`src/design/kpc_pkg.sv`:
```
package kpc_pkg;

  localparam int unsigned KeyCount  = 2;
  localparam int unsigned KeyIdxW   = (KeyCount > 1) ? $clog2(KeyCount) : 1;
  localparam int unsigned SlotCount = 2 * KeyCount;
  localparam int unsigned SlotW     = $clog2(SlotCount);
  localparam int unsigned HistW     = 8;
  localparam int unsigned HoldW     = 9;
  localparam int unsigned ThreshW   = 8;

  localparam logic [HistW-1:0]   PatPress    = 8'h0f;
  localparam logic [HistW-1:0]   PatHeld     = 8'hff;
  localparam logic [HistW-1:0]   PatRelease  = 8'hf0;
  localparam logic [ThreshW-1:0] ThreshReset = 8'd100;
  localparam logic [HoldW-1:0]   HoldSat     = 9'd256;
  localparam logic [HoldW-1:0]   DropAfter   = 9'd2;

  typedef enum logic [1:0] {
    EvDown = 2'd0,
    EvLong = 2'd1,
    EvUp   = 2'd2
  } event_kind_e;

  // per key events of one tick: first is always a short press down
  typedef struct packed {
    logic        first_v;
    logic        second_v;
    event_kind_e second_kind;
  } lane_ev_t;

endpackage

```
`src/design/kpc_lane.sv`:
```
module kpc_lane
  import kpc_pkg::*;
(
  input  logic               clk_i,
  input  logic               rst_ni,
  input  logic               fire_i,
  input  logic               level_i,
  input  logic [ThreshW-1:0] thresh_i,
  output lane_ev_t           ev_o
);

  logic [HistW-1:0] hist_q, hist_d;
  logic             pend_q, pend_d;
  logic [HoldW-1:0] cnt_q, cnt_d;
  logic [HoldW-1:0] cnt_inc;
  logic [HoldW-1:0] thresh_ext;

  assign cnt_inc    = cnt_q + HoldW'(1);
  assign thresh_ext = {1'b0, thresh_i};

  always_comb begin
    hist_d = {hist_q[HistW-2:0], level_i};
    pend_d = pend_q;
    cnt_d  = cnt_q;
    ev_o   = '0;
    ev_o.second_kind = EvUp;
    priority if (hist_d == PatPress) begin
      pend_d = 1'b1;
    end else if (hist_d == PatHeld) begin
      cnt_d = cnt_inc;
      priority if (cnt_inc == thresh_ext) begin
        ev_o.second_v    = 1'b1;
        ev_o.second_kind = EvLong;
      end else if (cnt_inc > thresh_ext) begin
        cnt_d = HoldSat;
      end else if (cnt_inc > DropAfter) begin
        pend_d = 1'b0;
      end else begin
      end
    end else if (hist_d == PatRelease) begin
      cnt_d = '0;
      if (pend_q) begin
        pend_d        = 1'b0;
        ev_o.first_v  = 1'b1;
      end
      ev_o.second_v    = 1'b1;
      ev_o.second_kind = EvUp;
    end else begin
    end
  end

  always_ff @(posedge clk_i or negedge rst_ni) begin
    if (!rst_ni) begin
      hist_q <= '0;
      pend_q <= 1'b0;
      cnt_q  <= '0;
    end else if (fire_i) begin
      hist_q <= hist_d;
      pend_q <= pend_d;
      cnt_q  <= cnt_d;
    end
  end

endmodule

```
`src/design/kpc_merge.sv`:
```
module kpc_merge
  import kpc_pkg::*;
(
  input  logic                clk_i,
  input  logic                rst_ni,
  input  logic                fire_i,
  input  lane_ev_t            ev_i [KeyCount],
  output logic                in_ready_o,
  output logic                out_valid_o,
  input  logic                out_ready_i,
  output logic [KeyIdxW-1:0]  key_index_o,
  output logic [1:0]          event_kind_o,
  output logic                last_o
);

  logic [SlotCount-1:0] pend_q, pend_d;
  logic [SlotCount-1:0] new_mask;
  logic [SlotCount-1:0] rest;
  event_kind_e          skind_q [KeyCount];
  logic [SlotW-1:0]     sel;
  logic                 found;
  logic                 load;
  logic [KeyIdxW-1:0]   sel_key;
  logic                 out_valid_q, out_valid_d;
  logic [KeyIdxW-1:0]   key_q;
  event_kind_e          kind_q;
  logic                 last_q;

  always_comb begin
    for (int k = 0; k < KeyCount; k++) begin
      new_mask[2*k]   = ev_i[k].first_v;
      new_mask[2*k+1] = ev_i[k].second_v;
    end
  end

  // lowest pending slot goes out first
  always_comb begin
    sel   = '0;
    found = 1'b0;
    for (int s = 0; s < SlotCount; s++) begin
      if (!found && pend_q[s]) begin
        sel   = SlotW'(s);
        found = 1'b1;
      end
    end
  end

  assign sel_key     = KeyIdxW'(sel >> 1);
  assign rest        = pend_q & ~(SlotCount'(1) << sel);
  assign load        = found && (!out_valid_q || out_ready_i);
  assign in_ready_o  = !found || (load && (rest == '0));
  assign pend_d      = (load ? rest : pend_q) | (fire_i ? new_mask : '0);
  assign out_valid_d = load ? 1'b1 : (out_ready_i ? 1'b0 : out_valid_q);

  always_ff @(posedge clk_i or negedge rst_ni) begin
    if (!rst_ni) begin
      pend_q      <= '0;
      out_valid_q <= 1'b0;
    end else begin
      pend_q      <= pend_d;
      out_valid_q <= out_valid_d;
    end
  end

  always_ff @(posedge clk_i) begin
    if (fire_i) begin
      for (int k = 0; k < KeyCount; k++) begin
        skind_q[k] <= ev_i[k].second_kind;
      end
    end
    if (load) begin
      key_q  <= sel_key;
      kind_q <= sel[0] ? skind_q[sel_key] : EvDown;
      last_q <= (rest == '0);
    end
  end

  assign out_valid_o  = out_valid_q;
  assign key_index_o  = key_q;
  assign event_kind_o = kind_q;
  assign last_o       = last_q;

  a_ready_drained: assert property (@(posedge clk_i) disable iff (!rst_ni)
    in_ready_o |-> ($countones(pend_q) <= 1))
    else $error("tick taken while older events still queued");

  a_last_flag: assert property (@(posedge clk_i) disable iff (!rst_ni)
    (load && (rest != '0)) |=> !last_q)
    else $error("last set with events of the tick still pending");

  a_events_queued: assert property (@(posedge clk_i) disable iff (!rst_ni)
    (fire_i && (new_mask != '0)) |=> (pend_q != '0) || out_valid_q)
    else $error("events of a tick were dropped");

  a_no_overlap: assert property (@(posedge clk_i) disable iff (!rst_ni)
    fire_i |-> ((load ? rest : pend_q) == '0))
    else $error("new tick merged into an unfinished batch");

endmodule

```
`src/design/key_press_classifier_core.sv`:
```
// channel  | handshake                  | payload
// ---------+----------------------------+------------------------------------
// in       | in_valid_i / in_ready_o    | key_levels_i
// out      | out_valid_o / out_ready_i  | key_index_o, event_kind_o, last_o
// cfg      | cfg_we_i                   | cfg_wdata_i (long press ticks)
//
// all keys are classified in parallel in the cycle a tick is taken
// a tick causing events holds the input until the output register has drained
// the event queue, one item per cycle unless out_ready_i stalls it
// the next tick is taken in the cycle the last queued event is loaded
// reset clears histories, hold counters, pending flags and the queue;
// threshold resets to 100
module key_press_classifier_core
  import kpc_pkg::*;
(
  input  logic                clk_i,
  input  logic                rst_ni,
  input  logic                cfg_we_i,
  input  logic [ThreshW-1:0]  cfg_wdata_i,
  input  logic                in_valid_i,
  output logic                in_ready_o,
  input  logic [KeyCount-1:0] key_levels_i,
  output logic                out_valid_o,
  input  logic                out_ready_i,
  output logic [KeyIdxW-1:0]  key_index_o,
  output logic [1:0]          event_kind_o,
  output logic                last_o
);

  logic [ThreshW-1:0] thresh_q;
  logic               fire;
  lane_ev_t           lane_ev [KeyCount];

  assign fire = in_valid_i && in_ready_o;

  always_ff @(posedge clk_i or negedge rst_ni) begin
    if (!rst_ni) begin
      thresh_q <= ThreshReset;
    end else if (cfg_we_i) begin
      thresh_q <= cfg_wdata_i;
    end
  end

  for (genvar k = 0; k < KeyCount; k++) begin : g_lane
    kpc_lane u_lane (
      .clk_i    (clk_i),
      .rst_ni   (rst_ni),
      .fire_i   (fire),
      .level_i  (key_levels_i[k]),
      .thresh_i (thresh_q),
      .ev_o     (lane_ev[k])
    );
  end

  kpc_merge u_merge (
    .clk_i        (clk_i),
    .rst_ni       (rst_ni),
    .fire_i       (fire),
    .ev_i         (lane_ev),
    .in_ready_o   (in_ready_o),
    .out_valid_o  (out_valid_o),
    .out_ready_i  (out_ready_i),
    .key_index_o  (key_index_o),
    .event_kind_o (event_kind_o),
    .last_o       (last_o)
  );

endmodule
```
`config.mk`:
```
export PLATFORM = sky130hd
export DESIGN_NAME = key_press_classifier_core
export DESIGN_NICKNAME = d
export VERILOG_FILES = /design/src/design/kpc_pkg.sv /design/src/design/kpc_lane.sv /design/src/design/kpc_merge.sv /design/src/design/key_press_classifier_core.sv
export SDC_FILE = /design/constraint.sdc
export NUM_CORES = 1
export LEC_CHECK = 0
export BUFFER_PORTS_ARGS = -buffer_cell sky130_fd_sc_hd__buf_2
export CORE_UTILIZATION = 61
export DETAILED_ROUTE_END_ITERATION = 8
export PLACE_DENSITY = 0.8
export SLEW_MARGIN = 20
export SYNTH_ARGS = -nofsm -noshare
export SYNTH_HDL_FRONTEND = slang
export SYNTH_SLANG_ARGS = --single-unit
```
`constraint.sdc`:
```
create_clock -name clk_i -period 3 [get_ports clk_i]
set_input_delay 0.6 -clock clk_i [delete_from_list [all_inputs] [get_ports clk_i]]
set_output_delay 0.6 -clock clk_i [all_outputs]
set_load 0.01 [all_outputs]
```
After elaboration in Yosys (flattened, before gate mapping)
Memory sizes are Yosys's and may differ from the RTL's. A register that Yosys moved wholly into a read port is not among the register bits. Index checks and enable logic that the tools add are counted.

Register bits after elaboration: 49. Bits in writable memories: 4. Input port bits: 15. Output and inout port bits: 6. Word-level logic and storage cells: 107. Memories kept: 1.

Memory list: u_merge.skind_q (words 2, width 2, read ports 1, clocked after memory_dff 1, write ports 2, RTL line kpc_merge.sv:19) `event_kind_e skind_q [KeyCount];`.

Add/sub/neg operators: 2. Magnitude comparators: 4. Eq/ne operators: 14. Shift operators: 1. Multiplexer cells: 45. Bitwise logic cells: 5. Reduce and logical (&&, ||, !) cells: 24.

Operators by type and width (number): $mux W9 (8); $eq A8 B8 Y1 const B (4); $mux W1 (25); $mux W4 (6); $add A9 B1 Y9 const B (2); $eq A9 B8 Y1 (2); $gt A9 B2 Y1 const B (2); $gt A9 B8 Y1 (2); $ne A3 B2 Y1 const B (6); $eq A8 B4 Y1 const B (2); $mux W3 (4); $reduce_and A5 Y1 (2); $logic_and A1 B1 Y1 (6); $logic_not A1 Y1 (6); $reduce_and A3 Y1 (2); $reduce_bool A2 Y1 (3); $reduce_bool A3 Y1 (2); $and A4 B4 Y4 (1); $logic_not A4 Y1 (1); $mux W2 (2); $not A4 Y4 (1); $or A4 B4 Y4 (1); $shl A1 B2 Y4 const A (1); $logic_or A1 B1 Y1 (2); $not A1 Y1 (2).

Logic depth before layout (Yosys ltp)
Word-level depth: 19. Depth in mapped cells: 12. Depth with buffers taken out: 12.

Modules after synthesis
Synthesis repeated with hierarchy kept, for this count alone.

Cell total of the unflattened synthesis: 347. Area, all modules: 3460.8 um^2.

Modules (own cells, without submodules): kpc_lane at g_lane[1].u_lane (instances 1, cells an instance 143, area an instance 1282.5 um^2); kpc_lane at g_lane[0].u_lane (instances 1, cells an instance 142, area an instance 1271.2 um^2); kpc_merge (instances 1, cells an instance 44, area an instance 565.5 um^2); key_press_classifier_core (instances 1, cells an instance 18, area an instance 341.6 um^2).

Worst setup path after synthesis
Ideal clock, no wire load.

Path kind: reg2reg. Start: reg g_lane[1].u_lane.cnt_q[0]. End: reg g_lane[1].u_lane.cnt_q[8]. Data arrival time: 2.621 ns. Required time: 2.882 ns. Setup slack: 0.261 ns. Stages on the path, launching flop included: 13. Path buffers: 0. Period minus slack after synthesis: 2.739 ns. Cell sequence: dfrtp_1 ha_1 nand4_1 or2_2 nand2_1 nand2_1 ha_1 a211oi_1 o211ai_1 o221ai_1 o2bb2ai_1 a2111oi_0 a21o_1.

Longest elaborated chain between the ends: 5. Elaborated cells on any way between the ends: 6. Those cells by class: add/sub: 1; order compare: 1; eq/ne: 1; mux: 3.

Ends and longest elaborated chain: from (decl) (RTL line kpc_lane.sv:14) `logic [HoldW-1:0] cnt_q, cnt_d;`; from (signal assigned) (RTL line kpc_lane.sv:60) `cnt_q <= cnt_d;`; $add A9 B1 Y9 * (RTL line kpc_lane.sv:18) `assign cnt_inc = cnt_q + HoldW'(1);`; $gt A9 B8 Y1 (RTL line kpc_lane.sv:34) `end else if (cnt_inc > thresh_ext) begin`; $mux W9 (RTL line kpc_lane.sv:34); $mux W9 * (RTL line kpc_lane.sv:31) `priority if (cnt_inc == thresh_ext) begin`; $mux W9 * (RTL line kpc_lane.sv:29) `end else if (hist_d == PatHeld) begin`.

Mark *: on every way between the ends. The rest lies on a longest branch, timed or not. A chain may end at the register's enable or synchronous reset.

Worst setup path after layout
Start: reg g_lane[1].u_lane.cnt_q[1]. End: reg g_lane[1].u_lane.pend_q.

Longest elaborated chain between the ends: 4. Elaborated cells on any way between the ends: 8. Those cells by class: add/sub: 1; order compare: 2; eq/ne: 4; reduce/logical: 1.

Ends and longest elaborated chain: $add A9 B1 Y9 * (RTL line kpc_lane.sv:18); $gt A9 B8 Y1, or another cell as far along (RTL line kpc_lane.sv:34); $ne A3 B2 Y1 (no line); $reduce_and A5 Y1 (no line) *; to (signal assigned) (RTL line kpc_lane.sv:59) `pend_q <= pend_d;`; to (decl) (RTL line kpc_lane.sv:13) `logic pend_q, pend_d;`.

Marks and branches as above.

==> impl_metrics.yaml <==
synthesis:
  synth-simple-area-share_pct: 25.5
  synth_top_family_by_area: "simple AND/OR/NAND/NOR gates"
  syn_inst: 374
  muxShareOfSynthArea_pct: 0.649
  ys_warn_count: 0
  synth_compound_area_share_pct: 16.2
  syn_area_per_cell_um2: 8.76
  synth_edf_count: 8
  synth_ff_type: "dfrtp_1"
  ys_ff_latch: 55
  yosys.area_share.xor_xnor_pct: 1.87
  ys_seq_area_share_pct: 43.4
  async_reset_ff_share_pct: 85.5
  synthesis.nets: 409
  ys_types: 61
  syn_area_um2: 3280
  synthAdderAreaFrac_pct: 7.64
route:
  ant_nets: 0
  firstDrtPassIters: 4
  wirelength_um: 6710
  drt_iter0_drc: 131
  via_per_inst: 5.74
  dr_total_vias: 2688
  wl_per_cell_um: 14.3
  drcViolationCount: 0
clock_tree:
  cts-buffers-inserted: 5
  cts_tree: "yes"
  root_buffer: "clkbuf_8"
  clock_latency_ns: 0.32
  clockBufferDepth: 2
  clock_sinks: 55
  clkTransAtPathRegs_ns: 0.11
  htreeDepth: 2
power_and_ir_drop:
  swShare_pct: 29.8
  ir_drop_v: 0.000335
  p_total_mw: 1.56
  seqPwrFrac_pct: 55.8
  comb_power_share_pct: 17.2
  p_sw_mw: 0.464
  p_int_mw: 1.10
  p_leak_nw: 1.70
  p_clk_share_pct: 27.0
  p_per_area_nw_per_um2: 431
sta:
  worst_slew_pin_slew_ns: 0.604
  period_share_pct: 96.0
  final_hold_viol_count: 0
  setup_ws_ns: 0.119
  setup_viol_count_final: 0
  skew_ns: 0.0135
  max_freq_mhz: 347
  period_needed_ns: 2.88
  tns_ns: 0
  slew_violations: 0
  slew_headroom_pct: 59.7
floorplan:
  core_um2: 5140
  fp.dieArea_um2: 5670
  dieHeight_um: 75.3
  dieWidth_um: 75.3
  initial_core_util_pct: 63.7
  placementRows: 26
  pin_count: 21
global_routing:
  gr-total-overflow: 0
  grt_pass1_wl_um: 10600
  grt_usage_pct: 25.0
  antenna_found_initial: 0
  grt_max_degree: 48
  grt_pass1_vias: 2401
finish:
  layout.nets: 432
  mostFrequentLayoutCell: "nand2_1"
  final_cell_mix: "82 x nand2_1, 43 x dfrtp_1, 25 x inv_1, 25 x o21ai_0, 23 x nor2_1"
  post-route-util_pct: 70.4
  syn2layout_area_growth_pct: 10.5
  fin_cells: 468
  final_layout_size_suffix_gt1_share_pct: 15.6
  antenna_cells: 0
setup_path:
  worst-r2r-cell-count: 13
  r2r_setup_slack_ns: 0.12
  startpoint: "g_lane[1].u_lane.cnt_q[1]$_DFFE_PN0P_"
  cp.arrival_ns: 3.09
  endpoint: "g_lane[1].u_lane.pend_q$_DFFE_PN0P_"
  critPathRequiredTime_ns: 3.21
  r2r-end: "g_lane[1].u_lane.pend_q$_DFFE_PN0P_"
  worstSetupPathType: "reg -> reg"
  crit_fanout: 4
  start_kind: "flop"
  worst_setup_path_end_kind: "flop"
  r2r-start: "g_lane[1].u_lane.cnt_q[1]$_DFFE_PN0P_"
worst_hold_path:
  min_path_type: "in -> async"
placement:
  io_buffer_count: 20
  dp.cells: 458
  dp_hpwl_um: 4750
  place_ws_ns: 0.0937
  gp_congestion: 0.831
job:
  cap_violations: 0
outcome:
  outcome: "finished clean"
[per-stage QoR]
| step | area [um2] | hold slack, ns |
|---|---|---|
| 2_1_floorplan | 3280 | 0.304 |
| 3_3_place_gp | 3450 | 0.478 |
| 3_5_place_dp | 3450 | 0.489 |
| 4_1_cts | 3540 | 0.494 |
| 5_1_grt | 3620 | 0.332 |
| 6_report | 3620 | 0.280 |
[per-layer routing]
metal	up-vias	wire [um]	GRT usage [%]
met2	40	3340	42.9
met4	0	72	8.64
met5	-	0	0
met3	8	158	3.75
met1	1270	3150	32.5
li1	1370	-	-
[synth_stat cells, types with 3 or more instances]
cell / count / area [um2]
a21oi_1: 15 / 75.1
and2_1: 4 / 25.0
or4_1: 3 / 22.5
xnor2_1: 5 / 43.8
ha_1: 20 / 250
nand4_1: 13 / 81.3
or2_2: 4 / 25.0
buf_2: 6 / 30.0
edfxtp_1: 8 / 240
nor3_1: 5 / 25.0
dfstp_2: 3 / 78.8
nor4_1: 3 / 18.8
a31oi_1: 4 / 25.0
o21ai_0: 25 / 125
a21o_1: 5 / 37.5
nand2b_1: 6 / 37.5
nand2_1: 82 / 308
clkbuf_1: 4 / 15.0
or3_1: 3 / 18.8
o22ai_1: 5 / 31.3
o21bai_1: 3 / 22.5
inv_1: 25 / 93.8
dfrtp_1: 44 / 1100
nor2_1: 23 / 86.3
nand3_1: 9 / 45.0
[logic make-up after synthesis]
family                     count (synthesis)
and+or+nand+nor                          172
AOI/OAI and AO/OA                         80
DFF                                       55
buffers and inverters                     38
adders and majority gates                 20
xor gates and xnor gates                   7
muxes                                      2
[critical path: stages, from the launching register on]
cell and delay [ns]:
dfrtp_1 0.40, ha_1 0.19, nand4_1 0.17, or2_2 0.33, nand2_1 0.07, nand2_1 0.07
ha_1 0.33, a211oi_2 0.22, o211ai_1 0.15, o221ai_2 0.31, buf_4 0.17, a41oi_1 0.13
o21ai_0 0.17, nand3_1 0.08
[sequential cells by signal (all words and copies together), names as in the netlist]
name and cells:
thresh_q 8, g_lane.u_lane.hist_q 14, u_merge.event_kind_o 2, u_merge.key_index_o 1
g_lane.u_lane.cnt_q 18, u_merge.pend_q 4, u_merge.skind_q 4, u_merge.last_o 1
u_merge.out_valid_o 1, g_lane.u_lane.pend_q 2
[power groups by stage]
stage,sequential [mW],clock (mW),combinational [mW]
detailed placement,0.884,0,0.232
floorplan,0.871,0,0.159
global route,0.879,0.455,0.304
finish,0.871,0.421,0.268
global placement,0.881,0,0.220
CTS,0.869,0.427,0.235
[worst min-delay path by stage]
stage                                           start                                endpoint  cells past startpoint
2_1_floorplan                                  rst_ni   g_lane[0].u_lane.cnt_q[0]$_DFFE_PN0P_                      0
3_3_place_gp   g_lane[0].u_lane.hist_q[6]$_DFFE_PN0P_  g_lane[0].u_lane.hist_q[6]$_DFFE_PN0P_                      2
3_5_place_dp   g_lane[0].u_lane.hist_q[6]$_DFFE_PN0P_  g_lane[0].u_lane.hist_q[6]$_DFFE_PN0P_                      2
4_1_cts                               key_levels_i[1]  g_lane[1].u_lane.hist_q[0]$_DFFE_PN0P_                      3
5_1_grt                                        rst_ni         u_merge.out_valid_o$_DFFE_PN0P_                      1
6_report                                       rst_ni     g_lane[1].u_lane.pend_q$_DFFE_PN0P_                      1
[timing repair]
action,in CTS,in global routing
gates resized for setup,0,10
buffers inserted,0,2
setup endpoints to repair,0,16
hold buffers,0,0
[layout make-up]
cell class	count	area (um2)
clock buffer	6	72.6
fill	421	1520
multi-input combinational	281	1760
sequential	55	1420
inverter	26	97.6
timing repair buffer	28	163
tap	70	87.6
clock inverter	2	17.5
No activity file was read; power rests on OpenSTA's default activity.
